### src/rtl/srda_pkg.sv
// Types, constants and BCD helper functions for the serial clock-chip master.
package srda_pkg;

    localparam int NUM_FIELDS = 7;

    // Command codes carried on the input channel.
    localparam logic [1:0] CMD_IDLE = 2'd0;
    localparam logic [1:0] CMD_SET  = 2'd1;
    localparam logic [1:0] CMD_GET  = 2'd2;

    // Register addresses on the clock chip.
    localparam logic [7:0] ADDR_PROTECT = 8'h8E;
    localparam logic [7:0] ADDR_YEAR    = 8'h8C;
    localparam logic [7:0] ADDR_WEEKDAY = 8'h8A;
    localparam logic [7:0] ADDR_MONTH   = 8'h88;
    localparam logic [7:0] ADDR_DAY     = 8'h86;
    localparam logic [7:0] ADDR_HOUR    = 8'h84;
    localparam logic [7:0] ADDR_MINUTE  = 8'h82;
    localparam logic [7:0] ADDR_SECOND  = 8'h80;
    localparam logic [7:0] READ_FLAG    = 8'h01;

    // Write-protect register values.
    localparam logic [7:0] PROTECT_OFF = 8'h00;
    localparam logic [7:0] PROTECT_ON  = 8'h10;

    // Transaction framing.
    localparam logic [5:0] LAST_POS  = 6'd33;
    localparam logic [3:0] SET_SLOTS = 4'd9;
    localparam logic [3:0] GET_SLOTS = 4'd7;
    localparam logic [3:0] LAST_SET_SLOT = 4'd8;

    // Reciprocal of ten for narrow values: (v * 205) >> 11 equals v / 10 below 1024.
    localparam logic [7:0] RECIP_TEN = 8'd205;

    typedef enum logic [2:0] {
        KIND_IDLE = 3'b001,
        KIND_SET  = 3'b010,
        KIND_GET  = 3'b100
    } burst_kind_t;

    typedef logic [6:0] field_t;
    typedef logic [NUM_FIELDS-1:0][6:0] fields_t;
    typedef logic [NUM_FIELDS-1:0][7:0] bcd_fields_t;

    typedef struct packed {
        logic enable;
        logic clock;
        logic data_out;
        logic data_drive;
        logic busy;
    } pin_state_t;

    function automatic logic [7:0] field_addr(input logic [2:0] idx);
        logic [7:0] addr;
        case (idx)
            3'd0:    addr = ADDR_YEAR;
            3'd1:    addr = ADDR_WEEKDAY;
            3'd2:    addr = ADDR_MONTH;
            3'd3:    addr = ADDR_DAY;
            3'd4:    addr = ADDR_HOUR;
            3'd5:    addr = ADDR_MINUTE;
            default: addr = ADDR_SECOND;
        endcase
        return addr;
    endfunction

    // Binary to packed BCD, the tens digit kept to four bits.
    function automatic logic [7:0] make_bcd(input logic [6:0] v);
        logic [14:0] prod;
        logic [3:0]  tens;
        logic [6:0]  tens_x10;
        logic [6:0]  units;
        prod     = v * RECIP_TEN;
        tens     = prod[14:11];
        tens_x10 = {tens[3:0], 3'b000} + {2'b00, tens[3:0], 1'b0};
        units    = v - tens_x10;
        return {tens, units[3:0]};
    endfunction

    // Packed BCD to binary: tens from bits 6:4, units nibble added as is.
    function automatic field_t take_bcd(input logic [7:0] b);
        return {1'b0, b[6:4], 3'b000} + {3'b000, b[6:4], 1'b0} + {3'b000, b[3:0]};
    endfunction

endpackage

### src/rtl/srda_engine.sv
// Burst sequencer: transaction position, shift registers and decoded read values.
module srda_engine
    import srda_pkg::*;
(
    input  logic       aclk,
    input  logic       aresetn,
    input  logic       step,
    input  logic [1:0] command,
    input  logic       io_sample,
    input  logic [6:0] set_year,
    input  logic [2:0] set_weekday,
    input  logic [3:0] set_month,
    input  logic [4:0] set_day,
    input  logic [4:0] set_hour,
    input  logic [5:0] set_minute,
    input  logic [5:0] set_second,
    output pin_state_t pins,
    output fields_t    decoded
);

    burst_kind_t kind_reg, kind_next, kind_cur;
    logic [3:0]  slot_reg, slot_next, slot_cur, slot_prev;
    logic [5:0]  pos_reg, pos_next, pos_cur, pos_m1;
    logic [15:0] send_reg, send_next;
    logic [7:0]  recv_reg, recv_next;
    bcd_fields_t held_reg, held_next;
    fields_t     decoded_reg, decoded_next;
    logic        start;
    logic        is_get;
    logic [3:0]  bit_idx;
    logic [3:0]  limit;
    logic [15:0] frame;

    assign start = (kind_reg == KIND_IDLE) && ((command == CMD_SET) || (command == CMD_GET));
    assign kind_cur = start ? ((command == CMD_SET) ? KIND_SET : KIND_GET) : kind_reg;
    assign slot_cur = start ? 4'd0 : slot_reg;
    assign pos_cur  = start ? 6'd0 : pos_reg;
    assign is_get   = (kind_cur == KIND_GET);
    assign pos_m1   = pos_cur - 6'd1;
    assign bit_idx  = pos_m1[4:1];
    assign slot_prev = slot_cur - 4'd1;
    assign limit    = is_get ? GET_SLOTS : SET_SLOTS;

    // Frame for the current transaction: address in the low byte, data in the high byte.
    always_comb begin
        if (is_get) begin
            frame = {8'h00, field_addr(slot_cur[2:0]) | READ_FLAG};
        end else if (slot_cur == 4'd0) begin
            frame = {PROTECT_OFF, ADDR_PROTECT};
        end else if (slot_cur >= LAST_SET_SLOT) begin
            frame = {PROTECT_ON, ADDR_PROTECT};
        end else begin
            frame = {held_reg[slot_prev[2:0]], field_addr(slot_prev[2:0])};
        end
    end

    always_comb begin
        kind_next    = kind_reg;
        slot_next    = slot_reg;
        pos_next     = pos_reg;
        send_next    = send_reg;
        recv_next    = recv_reg;
        held_next    = held_reg;
        decoded_next = decoded_reg;
        pins         = '0;

        if (start && (command == CMD_SET)) begin
            held_next[0] = make_bcd(set_year);
            held_next[1] = make_bcd({4'b0000, set_weekday});
            held_next[2] = make_bcd({3'b000, set_month});
            held_next[3] = make_bcd({2'b00, set_day});
            held_next[4] = make_bcd({2'b00, set_hour});
            held_next[5] = make_bcd({1'b0, set_minute});
            held_next[6] = make_bcd({1'b0, set_second});
        end

        if (kind_cur != KIND_IDLE) begin
            pins.busy = 1'b1;
            if (pos_cur == 6'd0) begin
                send_next   = frame;
                recv_next   = '0;
                pins.enable = 1'b1;
            end else if (pos_cur < LAST_POS) begin
                pins.enable = 1'b1;
                pins.clock  = pos_m1[0];
                if (is_get && bit_idx[3]) begin
                    // Sample ahead of the rising edge, LSB first.
                    if (!pos_m1[0]) begin
                        recv_next = {io_sample, recv_reg[7:1]};
                    end
                end else begin
                    pins.data_drive = 1'b1;
                    pins.data_out   = send_reg[bit_idx];
                end
            end else if (is_get) begin
                decoded_next[slot_cur[2:0]] = take_bcd(recv_reg);
            end

            if (pos_cur >= LAST_POS) begin
                pos_next = 6'd0;
                if ((slot_cur + 4'd1) >= limit) begin
                    kind_next = KIND_IDLE;
                    slot_next = 4'd0;
                end else begin
                    kind_next = kind_cur;
                    slot_next = slot_cur + 4'd1;
                end
            end else begin
                kind_next = kind_cur;
                slot_next = slot_cur;
                pos_next  = pos_cur + 6'd1;
            end
        end
    end

    assign decoded = decoded_next;

    always_ff @(posedge aclk) begin
        if (!aresetn) begin
            kind_reg    <= KIND_IDLE;
            slot_reg    <= '0;
            pos_reg     <= '0;
            send_reg    <= '0;
            recv_reg    <= '0;
            held_reg    <= '0;
            decoded_reg <= '0;
        end else if (step) begin
            kind_reg    <= kind_next;
            slot_reg    <= slot_next;
            pos_reg     <= pos_next;
            send_reg    <= send_next;
            recv_reg    <= recv_next;
            held_reg    <= held_next;
            decoded_reg <= decoded_next;
        end
    end

endmodule

### src/rtl/serial_rtc_datetime_access.sv
// Top level of the three-wire serial clock-chip master with its output register.
//
//  Channel  Direction  Handshake           Carries
//  s_       in         s_valid / s_ready   one bus tick: command, data pin sample, set values
//  m_       out        m_valid / m_ready   pin levels for that tick, busy flag, decoded values
//
// Every accepted transfer is one bus tick and yields exactly one result transfer.
// The sequencer updates on acceptance and the result is loaded into the output register
// at that same edge, so a new tick is taken every cycle while the output is free or drained.
// s_ready is low only while a result sits in the output register and m_ready is low.
// Reset is synchronous and active low; it returns the sequencer to idle and clears
// the decoded values, and no result is presented until the first tick is accepted.
module serial_rtc_datetime_access
    import srda_pkg::*;
(
    input  logic       aclk,
    input  logic       aresetn,

    input  logic       s_valid,
    output logic       s_ready,
    input  logic [1:0] s_command,
    input  logic       s_io_sample,
    input  logic [6:0] s_set_year,
    input  logic [2:0] s_set_weekday,
    input  logic [3:0] s_set_month,
    input  logic [4:0] s_set_day,
    input  logic [4:0] s_set_hour,
    input  logic [5:0] s_set_minute,
    input  logic [5:0] s_set_second,

    output logic       m_valid,
    input  logic       m_ready,
    output logic       m_enable_pin,
    output logic       m_clock_pin,
    output logic       m_data_out,
    output logic       m_data_drive,
    output logic       m_busy_res,
    output logic [6:0] m_read_year,
    output logic [6:0] m_read_weekday,
    output logic [6:0] m_read_month,
    output logic [6:0] m_read_day,
    output logic [6:0] m_read_hour,
    output logic [6:0] m_read_minute,
    output logic [6:0] m_read_second
);

    logic       accept;
    logic       m_valid_reg;
    pin_state_t pins_next;
    pin_state_t pins_reg;
    fields_t    decoded_next;
    fields_t    decoded_reg;

    // The output register is free when empty or when its contents leave this cycle.
    assign s_ready = !m_valid_reg || m_ready;
    assign accept  = s_valid && s_ready;

    // The sequencer advances by one tick per accepted transfer and works out the
    // pin levels and decoded values for that tick in the same cycle.
    srda_engine u_engine (
        .aclk        (aclk),
        .aresetn     (aresetn),
        .step        (accept),
        .command     (s_command),
        .io_sample   (s_io_sample),
        .set_year    (s_set_year),
        .set_weekday (s_set_weekday),
        .set_month   (s_set_month),
        .set_day     (s_set_day),
        .set_hour    (s_set_hour),
        .set_minute  (s_set_minute),
        .set_second  (s_set_second),
        .pins        (pins_next),
        .decoded     (decoded_next)
    );

    // Valid flag of the output register.
    always_ff @(posedge aclk) begin
        if (!aresetn) begin
            m_valid_reg <= 1'b0;
        end else if (accept) begin
            m_valid_reg <= 1'b1;
        end else if (m_ready) begin
            m_valid_reg <= 1'b0;
        end
    end

    // Payload of the output register; loaded only when a tick is accepted.
    always_ff @(posedge aclk) begin
        if (accept) begin
            pins_reg    <= pins_next;
            decoded_reg <= decoded_next;
        end
    end

    assign m_valid        = m_valid_reg;
    assign m_enable_pin   = pins_reg.enable;
    assign m_clock_pin    = pins_reg.clock;
    assign m_data_out     = pins_reg.data_out;
    assign m_data_drive   = pins_reg.data_drive;
    assign m_busy_res     = pins_reg.busy;
    assign m_read_year    = decoded_reg[0];
    assign m_read_weekday = decoded_reg[1];
    assign m_read_month   = decoded_reg[2];
    assign m_read_day     = decoded_reg[3];
    assign m_read_hour    = decoded_reg[4];
    assign m_read_minute  = decoded_reg[5];
    assign m_read_second  = decoded_reg[6];

endmodule

### config.mk
export PLATFORM = sky130hd
export DESIGN_NAME = serial_rtc_datetime_access
export DESIGN_NICKNAME = d
export VERILOG_FILES = /design/src/rtl/srda_pkg.sv /design/src/rtl/srda_engine.sv /design/src/rtl/serial_rtc_datetime_access.sv
export SDC_FILE = /design/constraint.sdc
export NUM_CORES = 1
export LEC_CHECK = 0
export BUFFER_PORTS_ARGS = -buffer_cell sky130_fd_sc_hd__buf_2
export CAP_MARGIN = 20
export CORE_UTILIZATION = 30
export DETAILED_ROUTE_END_ITERATION = 6
export HOLD_SLACK_MARGIN = 0.05
export PLACE_DENSITY = 0.43
export SYNTH_ARGS = -nofsm -noshare
export SYNTH_HDL_FRONTEND = slang
export SYNTH_HIERARCHICAL = 1
export SYNTH_SLANG_ARGS = --single-unit
export TNS_END_PERCENT = 100
### constraint.sdc
create_clock -name aclk -period 4.47 [get_ports aclk]
set_input_delay 0.894 -clock aclk [delete_from_list [all_inputs] [get_ports aclk]]
set_output_delay 0.894 -clock aclk [all_outputs]
set_load 0.03 [all_outputs]
[After elaboration in Yosys (flattened, before gate mapping)]
Cells that the tools add are included.
Word-level totals
  register bits: 183
  input port bits: 43
  output and inout port bits: 56
  logic and storage cells: 139
Cells by class
  add/sub/neg operators: 18
  $mul: 6
  magnitude comparators: 8
  equality and inequality tests: 16
  muxes and demuxes: 36
  bitwise gates (word level): 2
  reductions and logical operators: 21
Operators by type and width (number)
  two-way mux 49 bit: 4
  bitwise mux 49 bit: 1
  two-way mux 16 bit: 3
  case mux 4 bit (6 select lines): 2
  two-way mux 8 bit: 5
  multiplier 6 x 8 -> 14 bit (second input constant): 2
  multiplier 5 x 8 -> 13 bit (second input constant): 2
  binary-select mux 8 bit (select 3 bit): 1
  subtractor 4 bit: 6
  demux 7 bit (select 3 bit): 1
  two-way mux 4 bit: 5
  == test 3 bit (second input constant): 5
  multiplier 7 x 8 -> 15 bit (second input constant): 1
  adder 4 bit: 3
  == test 3 x 2 -> 1 bit (second input constant): 4
  multiplier 4 x 8 -> 12 bit (second input constant): 1
  two-way mux 3 bit: 4
  two-way mux 6 bit: 2
  == test 3 x 1 -> 1 bit (second input constant): 3
  adder 4 x 3 -> 4 bit: 2
  < comparator 3 x 4 -> 1 bit (second input constant): 2
  adder 6 x 4 -> 7 bit: 1
  adder 7 x 4 -> 7 bit: 1
  two-way mux 7 bit: 1
  31 further kinds: 45

[Longest topological paths before layout]
  depth after elaboration: 13
  mapped depth: 18
  gate-level depth less buffers: 18

[Hierarchy]
Netlist, hierarchy kept.
By module, submodules not included
  srda_engine: times used 1, cells each 1192, area an instance 10393.7 µm², seq. area each 2502.4 µm²
  serial_rtc_datetime_access: times used 1, cells each 59, area an instance 1679.1 µm², seq. area each 1641.6 µm²

[Worst setup path before layout]
No wires, ideal clock.
  kind: input -> register
  start point: in s_set_year[4]
  end point: reg u_engine/held_reg[3] (netlist name)
  setup time: 0.121 ns
  arrival time: 4.638 ns
  data required time: 4.349 ns
  path slack: -0.289 ns
  stages: 17
  path buffers: 0
  cells stage by stage: ha_1 ha_1 fa_1 inv_1 fa_1 inv_1 ha_1 a21oi_1 a211o_1 a32oi_1 xor2_1 ha_1 a221oi_1 o311a_1 xnor2_1 nand3_1 nor3b_1
Between the ends
  word-level cells in the longest chain between the ends: 3
Ends and longest elaborated chain
  start, declared: RTL line serial_rtc_datetime_access.sv:23  | input logic [6:0] s_set_year,
  multiplier 7 x 8 -> 15 bit: RTL line srda_pkg.sv:73  | prod = v * RECIP_TEN;
  adder 4 bit: RTL line srda_pkg.sv:75  | tens_x10 = {tens[3:0], 3'b000} + {2'b00, tens[3:0], 1'b0};
  subtractor 4 bit: RTL line srda_pkg.sv:76  | units = v - tens_x10;
  end signal, assigned: RTL line srda_engine.sv:133  | held_reg <= held_next;
  end, declared: RTL line srda_engine.sv:26  | bcd_fields_t held_reg, held_next;
No other way between the ends.
A chain may end at the register's enable or synchronous reset.

[Final worst setup path]
Same ends and word-level chain as after synthesis.

==> impl_results.md <==
- Status: completed
- Antenna cells: 0
- Initial core utilization: 30.4%
- WP data arrival: 4.78 ns
- Kind of critical path: input port to flip-flop
- Final worst path period share: 100%
- Drt wl/cell: 14.8 µm
- R2R cell count: 8
- CTS Buf Count: 17
- Core Region: 0.0397 mm²
- Slew Limit Fails: 0
- Sum of net half-perimeters after detailed placement: 21100 µm
- Worst Hold Class: flip-flop to flip-flop
- Min Clock Period, post-route: 4.47 ns
- Commonest non-fill, non-tap cell in the layout: ha_1
- Commonest cells after routing, fill and taps aside: ha_1, dfxtp_1, nand2_1
- LEAKAGE: 6.52 nW
- Dpl ws: -0.511 ns
- Max FFs per register: 49
- Clk root buf: clkbuf_16
- Mapped Cells: 1251
- CTS max path bufs: 2
- Crit start category: input port
- Buffers on Ports: 98
- Slew margin rel.: 41.8%
- Synth Area per Inst: 9.65 µm²
- Worst VDD drop: 0.282 mV
- Chip height: 203 µm
- Final total power: 4.60 mW
- Area growth, synth to finish: 19.7%
- Initial DRC Count: 435
- Via/cell ratio: 4.75
- Total Routing Usage GR: 14.4%
- Register bit total from synthesis: 180
- Largest net degree at the start of global routing: 68
- DRT Pass-1 Iters: 5
- ANT nets after route: 0
- Clock Latency Late Sink: 0.44 ns
- Global-route wire length before repair: 47800 µm
- Crit path max fanout: 3
- Post-synth EDFFs: 54
- Layout cell share with drive strength beyond 1: 22.7%
- Die Wd: 203 µm
- CP Capture Type: flip-flop
- Nets: 1657
- Detailed-route via count: 9235
- Worst EP required: 4.78 ns
- Clock skew: 0.0141 ns
- Min-delay src: u_engine/held_reg[34]
- Post-route setup TNS: 0 ns
- GRT overflow: 0
- Ports: 99
- Fmax: 0.224 GHz
- Syn Nets: 1500
- Clock Sinks: 180
- Cell Pwr Density: 318 mW/mm²
- Final WS setup: 0.00206 ns
- Final Util: 36.4%
- Max-cap violation count: 0
- Routed wire length: 28700 µm
- DR DRC count: 0
- Initial antenna violation count: 1
- Worst Tran Pin Value: 0.873 ns
- CTS hold repair buffers: 0
- Cell Area, Synth: 0.0121 mm²
- Vias in the first global route: 9052
- Reg2reg start: u_engine/kind_reg[0]
- TritonCTS clock tree: done
- Routability Congestion: 0.795
- Setup-failing EPs final: 0
- Cell row count: 73
- Main synth FF type: dfxtp_1
- Synth Warn #: 6
- R2r endpoint: m_read_hour[6]
- Critical path endpoint: u_engine/held_reg[3]
- RSZ-0062 raised after global routing: yes
- Sequential area share after synthesis: 34.3%
- Asr flop ratio synth: 0%
- Distinct cells, synth: 81
- Die footprint: 0.0410 mm²
- H-tree Lvls: 4
- Clock slew at the register clock pins of the worst setup and hold paths: 0.07 ns
- Reg2reg setup slack: 1.06 ns
- Crit path from: s_set_year[4]
- Final Hold Viols: 0
==> worst min-delay path by stage <==
stage                                    end  slack, ns  depth (start not counted)
floorplan               u_engine/held_reg[0]       0.43                          2
global placement        u_engine/send_reg[0]       0.44                          2
detailed placement  u_engine/decoded_reg[43]       0.45                          2
CTS                     u_engine/held_reg[2]       0.46                          2
global route           u_engine/held_reg[26]       0.47                          2
finish                 u_engine/held_reg[34]       0.45                          2
==> per-stage QoR <==
stage	hold slack, ns	instance area, µm²	std cells
3_3_place_gp	0.439	13700	1905
3_5_place_dp	0.445	13700	1905
6_report	0.453	14500	1946
4_1_cts	0.455	14300	1942
5_1_grt	0.473	14500	1946
2_1_floorplan	0.429	12100	1251
==> worst max-delay path, stage by stage <==
cell      delay, ns
buf_8          0.11
ha_4           0.26
fa_1           0.41
ha_1           0.31
inv_2          0.04
fa_1           0.49
inv_1          0.04
ha_1           0.26
nand3_1        0.06
a211o_1        0.31
a32oi_2        0.26
xor2_1         0.21
ha_1           0.28
a221oi_2       0.24
o311a_1        0.21
xnor2_1        0.13
nand3_1        0.10
nor3b_2        0.16
==> cell families after synthesis <==
kind of cell             share of synthesized area (%)
flip-flops                                        34.3
adder cells (fa/ha/maj)                           23.0
buffers and inverters                             5.04
AND/OR/NAND/NOR                                   14.1
XOR/XNOR                                          3.21
multiplexers                                      8.76
AO/OA/AOI/OAI                                     11.6
==> what timing repair did <==
item                                    4_1_cts  5_1_grt
endpoints found under the setup margin        1        2
pin swaps                                     5       14
buffers inserted                              5        4
gates resized for setup                       1       15
cloned                                        0        0
==> synthesized netlist by cell type, types with 4 or more instances <==
master	instances	area, µm²
and3_1	5	31.3
nand3_1	40	200
fa_1	26	521
xor2_1	7	61.3
a21o_1	14	105
nand4_1	10	62.6
a221o_1	4	40.0
a221oi_1	5	43.8
a211oi_1	15	113
a22o_1	5	43.8
nand2_1	126	473
nor3_1	10	50.1
mux4_2	4	90.1
edfxtp_1	54	1620
clkbuf_1	42	158
and2_1	11	68.8
xnor2_1	29	254
nor4_1	4	25.0
buf_2	6	30.0
mux2i_1	46	460
nor2_1	97	364
a31oi_1	10	62.6
inv_1	104	390
o31a_1	6	52.6
mux2_2	45	507
ha_1	180	2250
o21ai_0	43	215
or2_2	11	68.8
dfxtp_1	126	2520
a21oi_1	79	395
o21a_1	4	30.0
or3_1	4	25.0
nor2b_1	7	43.8
==> power by group <==
| part | internal [mW] | switching [mW] | total [mW] |
|---|---|---|---|
| sequential | 1.73 | 0.0234 | 1.75 |
| clock | 0.796 | 0.721 | 1.52 |
| combinational | 0.628 | 0.704 | 1.33 |
| total | 3.15 | 1.45 | 4.60 |
==> layout make-up <==
type	count	area, µm²
well taps	525	657
fillers	4064	25300
clock buffers	18	429
flip-flops and latches	180	4140
multi-input cells	914	7460
inverters	106	399
clock inverters	14	163
repair buffers	189	1200
==> layer usage <==
metal	up-vias	track usage (%)	share of wire [%]
li1	4711	-	-
met1	4390	19.6	49
met2	121	24.0	47
met3	11	2.36	2.6
met4	2	3.14	0.60
met5	-	0	0.045
Note: power is estimated with default switching activity, not from simulation.
